## src/lwbpt_pkg.sv

```systemverilog
`default_nettype none

package lwbpt_pkg;

  // Fixed field widths of the access and result items.
  localparam int unsigned OFFSET_W   = 64;
  localparam int unsigned SLOT_OUT_W = 6;
  localparam int unsigned COUNT_W    = 32;

  // Commands from the controller to the datapath, one per phase.
  typedef struct packed {
    logic load;    // capture the accepted access
    logic lookup;  // register tag matches and victim candidate
    logic choose;  // register slot, aging limit and write-back
    logic commit;  // update the table and the result register
  } lwbpt_cmd_t;

endpackage

`default_nettype wire

```

## src/lwbpt_ctrl.sv

```systemverilog
`default_nettype none

module lwbpt_ctrl import lwbpt_pkg::*; (
  input  wire logic  clk,
  input  wire logic  rst_n,
  input  wire logic  in_valid,
  output logic       in_ready,
  output logic       out_valid,
  input  wire logic  out_ready,
  output lwbpt_cmd_t cmd
);

  typedef enum logic [1:0] {
    ST_IDLE,
    ST_LOOKUP,
    ST_CHOOSE,
    ST_COMMIT
  } state_t;

  state_t state_r, state_nxt;
  logic   in_ready_r, in_ready_nxt;
  logic   out_valid_r, out_valid_nxt;

  always_comb begin
    cmd.load   = in_valid && in_ready_r;
    cmd.lookup = (state_r == ST_LOOKUP);
    cmd.choose = (state_r == ST_CHOOSE);
    cmd.commit = (state_r == ST_COMMIT) && (!out_valid_r || out_ready);
  end

  always_comb begin
    state_nxt     = state_r;
    in_ready_nxt  = in_ready_r;
    out_valid_nxt = out_valid_r;
    if (out_valid_r && out_ready) begin
      out_valid_nxt = 1'b0;
    end
    unique case (state_r)
      ST_IDLE: begin
        if (cmd.load) begin
          state_nxt    = ST_LOOKUP;
          in_ready_nxt = 1'b0;
        end
      end
      ST_LOOKUP: state_nxt = ST_CHOOSE;
      ST_CHOOSE: state_nxt = ST_COMMIT;
      ST_COMMIT: begin
        // Hold until the result register is free or drains this cycle.
        if (cmd.commit) begin
          state_nxt     = ST_IDLE;
          in_ready_nxt  = 1'b1;
          out_valid_nxt = 1'b1;
        end
      end
      default: state_nxt = ST_IDLE;
    endcase
  end

  always_ff @(posedge clk) begin
    if (!rst_n) begin
      state_r     <= ST_IDLE;
      in_ready_r  <= 1'b1;
      out_valid_r <= 1'b0;
    end else begin
      state_r     <= state_nxt;
      in_ready_r  <= in_ready_nxt;
      out_valid_r <= out_valid_nxt;
    end
  end

  assign in_ready  = in_ready_r;
  assign out_valid = out_valid_r;

endmodule

`default_nettype wire

```

## config.mk

```make
export PLATFORM = sky130hd
export DESIGN_NAME = lwbpt_ctrl
export DESIGN_NICKNAME = d
export VERILOG_FILES = /design/src/lwbpt_pkg.sv /design/src/lwbpt_ctrl.sv
export SDC_FILE = /design/constraint.sdc
export NUM_CORES = 1
export LEC_CHECK = 0
export BUFFER_PORTS_ARGS = -buffer_cell sky130_fd_sc_hd__buf_2
export CAP_MARGIN = 20
export CORE_AREA = 3 3 40 42
export DETAILED_ROUTE_END_ITERATION = 6
export DIE_AREA = 0 0 43 45
export PLACE_DENSITY = 0.42
export SYNTH_ARGS = -nofsm -noshare
export SYNTH_HDL_FRONTEND = slang
export SYNTH_SLANG_ARGS = --single-unit
export TNS_END_PERCENT = 5
```

## constraint.sdc

```tcl
create_clock -name clk -period 1.4 [get_ports clk]
set_input_delay 0 -clock clk [delete_from_list [all_inputs] [get_ports clk]]
set_output_delay 0 -clock clk [all_outputs]
set_load 0.01 [all_outputs]
```

* Yosys cells after proc, flatten, opt, wreduce, memory -nomap -nowiden
Index checks and enable logic that the tools add are counted.
Storage, ports and cells: bits of input ports 4, word-level logic and storage cells 26, output and inout port bits 6, flip-flop bits (word level) 4
Operators by class: muxes and demuxes 9, equal/unequal tests 5, reduce and logical (&&, ||, !) cells 9
Operators by type and width (count):
- $pmux 2 s4 | 1
- $mux 1 | 5
- $eq 2x2->1 const B | 2
- $mux 2 | 2
- $ne 2x2->1 const B | 2
- $logic_and 1x1->1 | 3
- $reduce_and 3->1 | 1
- $eq 2x1->1 const B | 1
- $logic_not 2->1 | 1
- $pmux 1 s2 | 1
- $reduce_and 2->1 | 1
- $reduce_bool 2->1 | 1
- $logic_not 1->1 | 1
- $logic_or 1x1->1 | 1

* Logic depth before layout (Yosys ltp)
word-level depth 5, depth in mapped cells 5, gate-level depth less buffers 5

* Worst setup path after synthesis
Ideal clock, no wire load.
path kind register -> register, from register state_r[0], to register in_ready_r (netlist: in_ready), clock period less this slack 1.205 ns, setup slack 0.195 ns, data arrival time 1.142 ns, cell stages (with the launch flop) 5, path buffers 0, data required time 1.336 ns, library setup time 0.064 ns, path through dfxtp_1 > ha_1 > and3b_1 > or3b_1 > nand4_1
On the way: word-level cells in the longest chain between the ends 4, elaborated cells on any way between the ends 8, those cells by class eq/ne: 3; mux: 1; reduce/logical: 4
RTL lines:
- start: declaration | line lwbpt_ctrl.sv:20 | state_t state_r, state_nxt;
- start signal: assignment | line lwbpt_ctrl.sv:65 | state_r <= state_nxt;
- $eq 2x2->1 | line lwbpt_ctrl.sv:28, lwbpt_ctrl.sv:38
- $logic_and 1x1->1 | line lwbpt_ctrl.sv:28 | cmd.commit = (state_r == ST_COMMIT) && (!out_valid_r || out_ready);
- $ne 2x2->1 (no source line)
- $reduce_and 3->1 (no source line)
- end signal: assignment | line lwbpt_ctrl.sv:66 | in_ready_r <= in_ready_nxt;
- end: declaration | line lwbpt_ctrl.sv:21 | logic in_ready_r, in_ready_nxt;
Several ways; a longest one is shown, not always the timed one. A chain may end at the register's enable or synchronous reset.

* Worst setup path in the final report
from register state_r[1], to register state_r[1]
On the way: word-level cells in the longest chain between the ends 4, elaborated cells on any way between the ends 9, those cells by class eq/ne: 5; mux: 1; reduce/logical: 3
RTL lines (line):
- $eq 2x2->1 | lwbpt_ctrl.sv:28, lwbpt_ctrl.sv:38
- $logic_and 1x1->1 | lwbpt_ctrl.sv:28
- $ne 2x2->1 (no source line)
- $reduce_and 2->1 (no source line)
Several ways; a longest one is shown, not always the timed one.

==> report_table.html <==
<table>
<tr><th>Metric</th><th>Value</th></tr>
<tr><th colspan="2">Run status</th></tr>
<tr><td>Outcome</td><td>finished clean</td></tr>
<tr><th colspan="2">Timing</th></tr>
<tr><td>Worst-case clock skew</td><td>0.00438 ns</td></tr>
<tr><td>Final hold violation count</td><td>0</td></tr>
<tr><td>Setup Total Neg Slack</td><td>0 ns</td></tr>
<tr><td>Tightest slew margin relative to the limit</td><td>0.826</td></tr>
<tr><td>Final cycle utilization of the critical path</td><td>0.910</td></tr>
<tr><td>Count of endpoints failing setup in the final report</td><td>0</td></tr>
<tr><td>Max Clock Freq</td><td>0.785 GHz</td></tr>
<tr><td>Shortest clock period the worst path allows after layout</td><td>1.27 ns</td></tr>
<tr><td>Final-report max-slew violation count</td><td>0</td></tr>
<tr><td>RSZ-0062 raised after global routing</td><td>false</td></tr>
<tr><td>Actual slew at the worst max-slew pin</td><td>0.261 ns</td></tr>
<tr><th colspan="2">Drt</th></tr>
<tr><td>Post-route ant nets</td><td>0</td></tr>
<tr><td>DR DRC count</td><td>0</td></tr>
<tr><td>DR pass1 iterations</td><td>2</td></tr>
<tr><td>Detailed-route vias per instance</td><td>4.07</td></tr>
<tr><td>Iter 0 DRT Violations</td><td>3</td></tr>
<tr><td>WL per Instance</td><td>8.17 um</td></tr>
<tr><td>Total wire length</td><td>490 um</td></tr>
<tr><td>Vias</td><td>244</td></tr>
<tr><th colspan="2">Finish</th></tr>
<tr><td>Share of final-layout standard cells stronger than drive strength 1</td><td>0.311</td></tr>
<tr><td>Diode insertion count for antenna repair</td><td>0</td></tr>
<tr><td>Count of fill cells added during filler insertion</td><td>141</td></tr>
<tr><td>Net count reported at finish</td><td>57</td></tr>
<tr><td>Signed area change from the synthesized netlist to the final layout</td><td>38.1%</td></tr>
<tr><th colspan="2">Setup path</th></tr>
<tr><td>Startpoint type of the worst setup path</td><td>flop</td></tr>
<tr><td>Critical Path Max Stage Delay</td><td>0.34 ns</td></tr>
<tr><td>Cell Chain, Critical Path</td><td>ha_1, and3b_1, a21oi_1, mux2i_1</td></tr>
<tr><td>Worst path buffer plus inverter count</td><td>0</td></tr>
<tr><td>Critical Path Fanout Max</td><td>5</td></tr>
<tr><td>CP Data Required Time</td><td>1.55 ns</td></tr>
<tr><td>Worst R2R Setup Slack</td><td>0.13 ns</td></tr>
<tr><td>Crit path kind</td><td>reg2reg</td></tr>
<tr><td>Top delay family on crit path</td><td>flip-flops</td></tr>
<tr><td>Arrival time worst endpoint</td><td>1.43 ns</td></tr>
<tr><td>Worst path slowest cell</td><td>sky130_fd_sc_hd__dfxtp_1</td></tr>
<tr><td>Type of element capturing the critical path</td><td>flop</td></tr>
<tr><th colspan="2">Synthesis</th></tr>
<tr><td>Synthesized cell area</td><td>273 um2</td></tr>
<tr><td>Share of Yosys cell area claimed by the top area cell type</td><td>0.294</td></tr>
<tr><td>Number of warnings reported in the yosys synthesis log</td><td>0</td></tr>
<tr><td>Mapped Cells</td><td>31</td></tr>
<tr><td>Top cells by area in the synthesized netlist</td><td>sky130_fd_sc_hd__dfxtp_1, sky130_fd_sc_hd__ha_1, sky130_fd_sc_hd__nand2_1, sky130_fd_sc_hd__mux2i_1, sky130_fd_sc_hd__inv_1</td></tr>
<tr><td>Distinct cell type count of the synthesized netlist</td><td>14</td></tr>
<tr><td>Number of synthesized register bits</td><td>4</td></tr>
<tr><td>Sequential element share of the synthesized area</td><td>0.294</td></tr>
<tr><td>Area leader, netlist</td><td>sky130_fd_sc_hd__dfxtp_1</td></tr>
<tr><td>Synthesized net count</td><td>41</td></tr>
<tr><td>Avg Synthesized Cell Area</td><td>8.80 um2</td></tr>
<tr><th colspan="2">Die</th></tr>
<tr><td>Die height</td><td>45 um</td></tr>
<tr><td>Floorplan core area</td><td>1280 um2</td></tr>
<tr><td>Starting density of the core</td><td>0.212</td></tr>
<tr><td>Overall die width</td><td>43 um</td></tr>
<tr><td>Number of top-level design ports</td><td>10</td></tr>
<tr><td>Die Footprint</td><td>1940 um2</td></tr>
<tr><td>FP Rows</td><td>13</td></tr>
<tr><th colspan="2">Placed design</th></tr>
<tr><td>RD Place Congestion</td><td>0.677</td></tr>
<tr><td>Port Buffers</td><td>9</td></tr>
<tr><td>Sum of net half-perimeters after detailed placement</td><td>422 um</td></tr>
<tr><th colspan="2">GRT</th></tr>
<tr><td>Total global routing overflow</td><td>0</td></tr>
<tr><td>Initial antenna violation count</td><td>0</td></tr>
<tr><td>Wire length of the first global-routing pass</td><td>814 um</td></tr>
<tr><td>Number of global-route vias before repair</td><td>228</td></tr>
<tr><td>Largest net degree at the start of global routing</td><td>7</td></tr>
<tr><td>Global-route usage over all layers</td><td>0.0590</td></tr>
<tr><th colspan="2">Power</th></tr>
<tr><td>Tot Pwr</td><td>0.000621 W</td></tr>
<tr><td>Relative contribution of the clock network to total power</td><td>0.227</td></tr>
<tr><td>Total internal power</td><td>0.000387 W</td></tr>
<tr><td>Combinational share of power</td><td>0.461</td></tr>
<tr><td>Leakage power summed over all cells</td><td>0.204 nW</td></tr>
<tr><td>Peak VDD IR</td><td>0.000499 V</td></tr>
<tr><td>Fraction of power consumed by sequential logic</td><td>0.312</td></tr>
<tr><td>Net switching power</td><td>0.000234 W</td></tr>
<tr><td>Power density over cell area</td><td>1650 nW/um2</td></tr>
<tr><td>Switching power as a share of total power</td><td>0.377</td></tr>
<tr><th colspan="2">Clock network</th></tr>
<tr><td>Bufs on Longest Clock Path</td><td>2</td></tr>
<tr><td>Clock buffers created by TritonCTS</td><td>3</td></tr>
<tr><td>Clock Latency Late Sink</td><td>0.23 ns</td></tr>
<tr><td>Resized cells post-CTS</td><td>0</td></tr>
<tr><td>Post-CTS repair timing setup buffer count</td><td>0</td></tr>
<tr><td>CTS tree</td><td>done</td></tr>
<tr><td>Clock sink count</td><td>4</td></tr>
<tr><td>CTS H-tree lvls</td><td>1</td></tr>
<tr><td>Number of buffers added to fix hold violations after cts</td><td>1</td></tr>
<tr><td>Clock transition at the registers of the reported paths</td><td>0.04 ns</td></tr>
<tr><td>Clock Tree Root</td><td>sky130_fd_sc_hd__clkbuf_4</td></tr>
<tr><th colspan="2">Flow run</th></tr>
<tr><td>Max cap viols</td><td>0</td></tr>
<tr><th colspan="2">Min path</th></tr>
<tr><td>Type of the worst min-delay path</td><td>in2reg</td></tr>
</table>
-- power by group through the flow --
stage / registers (W) / clock network, W / logic (W)
floorplan: 0.000198 / 0 / 0.000192
global placement: 0.000198 / 0 / 0.000298
detailed placement: 0.000197 / 0 / 0.000292
CTS: 0.000195 / 0.000151 / 0.000295
global route: 0.000204 / 0.000158 / 0.000338
finish: 0.000194 / 0.000141 / 0.000286
-- routing by layer --
layer  share of wire  wire, um  up-vias  GRT usage
met4               0         0        0     0.0181
met3           0.084        41        0     0.0478
met2            0.44       214        5     0.0928
met5               0         0        -          0
li1                -         -      131          -
met1            0.48       233      108     0.0600
-- tightest hold or removal path, stage by stage --
cell and delay, ns:
sky130_fd_sc_hd__buf_2 0.11, sky130_fd_sc_hd__nand2_1 0.05, sky130_fd_sc_hd__o21ai_0 0.07, sky130_fd_sc_hd__nand4_1 0.07
-- state kept, by name, summed over array words and instances, names as in the netlist --
name	flops
state_r	2
out_valid	1
in_ready	1
-- worst paths after layout --
path | start | endpoint | cells past startpoint
setup / recovery | state_r[1] | state_r[1] | 4
hold / removal | in_valid | in_ready | 4
setup reg to reg | state_r[1] | state_r[1] | 4
hold reg to reg | in_ready | in_ready | 2
-- cell usage after synthesis --
library cell / n
sky130_fd_sc_hd__or3b_1: 1
sky130_fd_sc_hd__and3b_1: 1
sky130_fd_sc_hd__nand4_1: 1
sky130_fd_sc_hd__dfxtp_1: 4
sky130_fd_sc_hd__inv_1: 3
sky130_fd_sc_hd__nand2_1: 6
sky130_fd_sc_hd__o21a_1: 1
sky130_fd_sc_hd__nand2b_1: 1
sky130_fd_sc_hd__ha_1: 6
sky130_fd_sc_hd__a21oi_1: 1
sky130_fd_sc_hd__nor2_1: 1
sky130_fd_sc_hd__o21ai_0: 2
sky130_fd_sc_hd__mux2i_1: 2
sky130_fd_sc_hd__and2_2: 1
-- cell families (layout without fill, tap and decap cells) --
| family | count (synthesis) | count (layout) | synth area share |
|---|---|---|---|
| fa+ha+maj | 6 | 6 | 0.275 |
| mux | 2 | 2 | 0.0734 |
| flops | 4 | 4 | 0.294 |
| simple gates | 12 | 12 | 0.234 |
| compound gates | 4 | 4 | 0.0826 |
| buf+inv | 3 | 17 | 0.0413 |
-- per-stage QoR --
stage / setup slack (ns) / instances / utilization / hold slack (ns) / area, um2
6_report: 0.125 / 60 / 0.293 / 0.0993 / 377
3_5_place_dp: 0.112 / 56 / 0.268 / 0.241 / 344
5_1_grt: 0.00672 / 60 / 0.293 / 0.146 / 377
3_3_place_gp: 0.0857 / 56 / 0.268 / 0.244 / 344
2_1_floorplan: 0.195 / 31 / - / 0.0739 / 273
4_1_cts: 0.104 / 60 / 0.293 / 0.0983 / 377
-- layout make-up --
class,count,area (um2),share of cell area
timing repair buffer,11,62.6,0.166
multi-input combinational,24,181,0.482
sequential,4,80.1,0.213
inverter,3,11.3,0.0299
clock buffer,3,22.5,0.0598
tap,15,18.8,0.0498
-- layout by cell type (no fill, tap or decap), drive strengths merged --
| cell type | n |
|---|---|
| buf | 10 |
| nand2 | 6 |
| ha | 6 |
| dfxtp | 4 |
| inv | 3 |
| clkbuf | 3 |
| o21ai | 2 |
| mux2i | 2 |
| nand2b | 1 |
| and2 | 1 |
| and3b | 1 |
| or3b | 1 |
| nand4 | 1 |
| nor2 | 1 |
| o21a | 1 |
| a21oi | 1 |
| dlygate4sd3 | 1 |
Power figures use the tool's default switching activity.
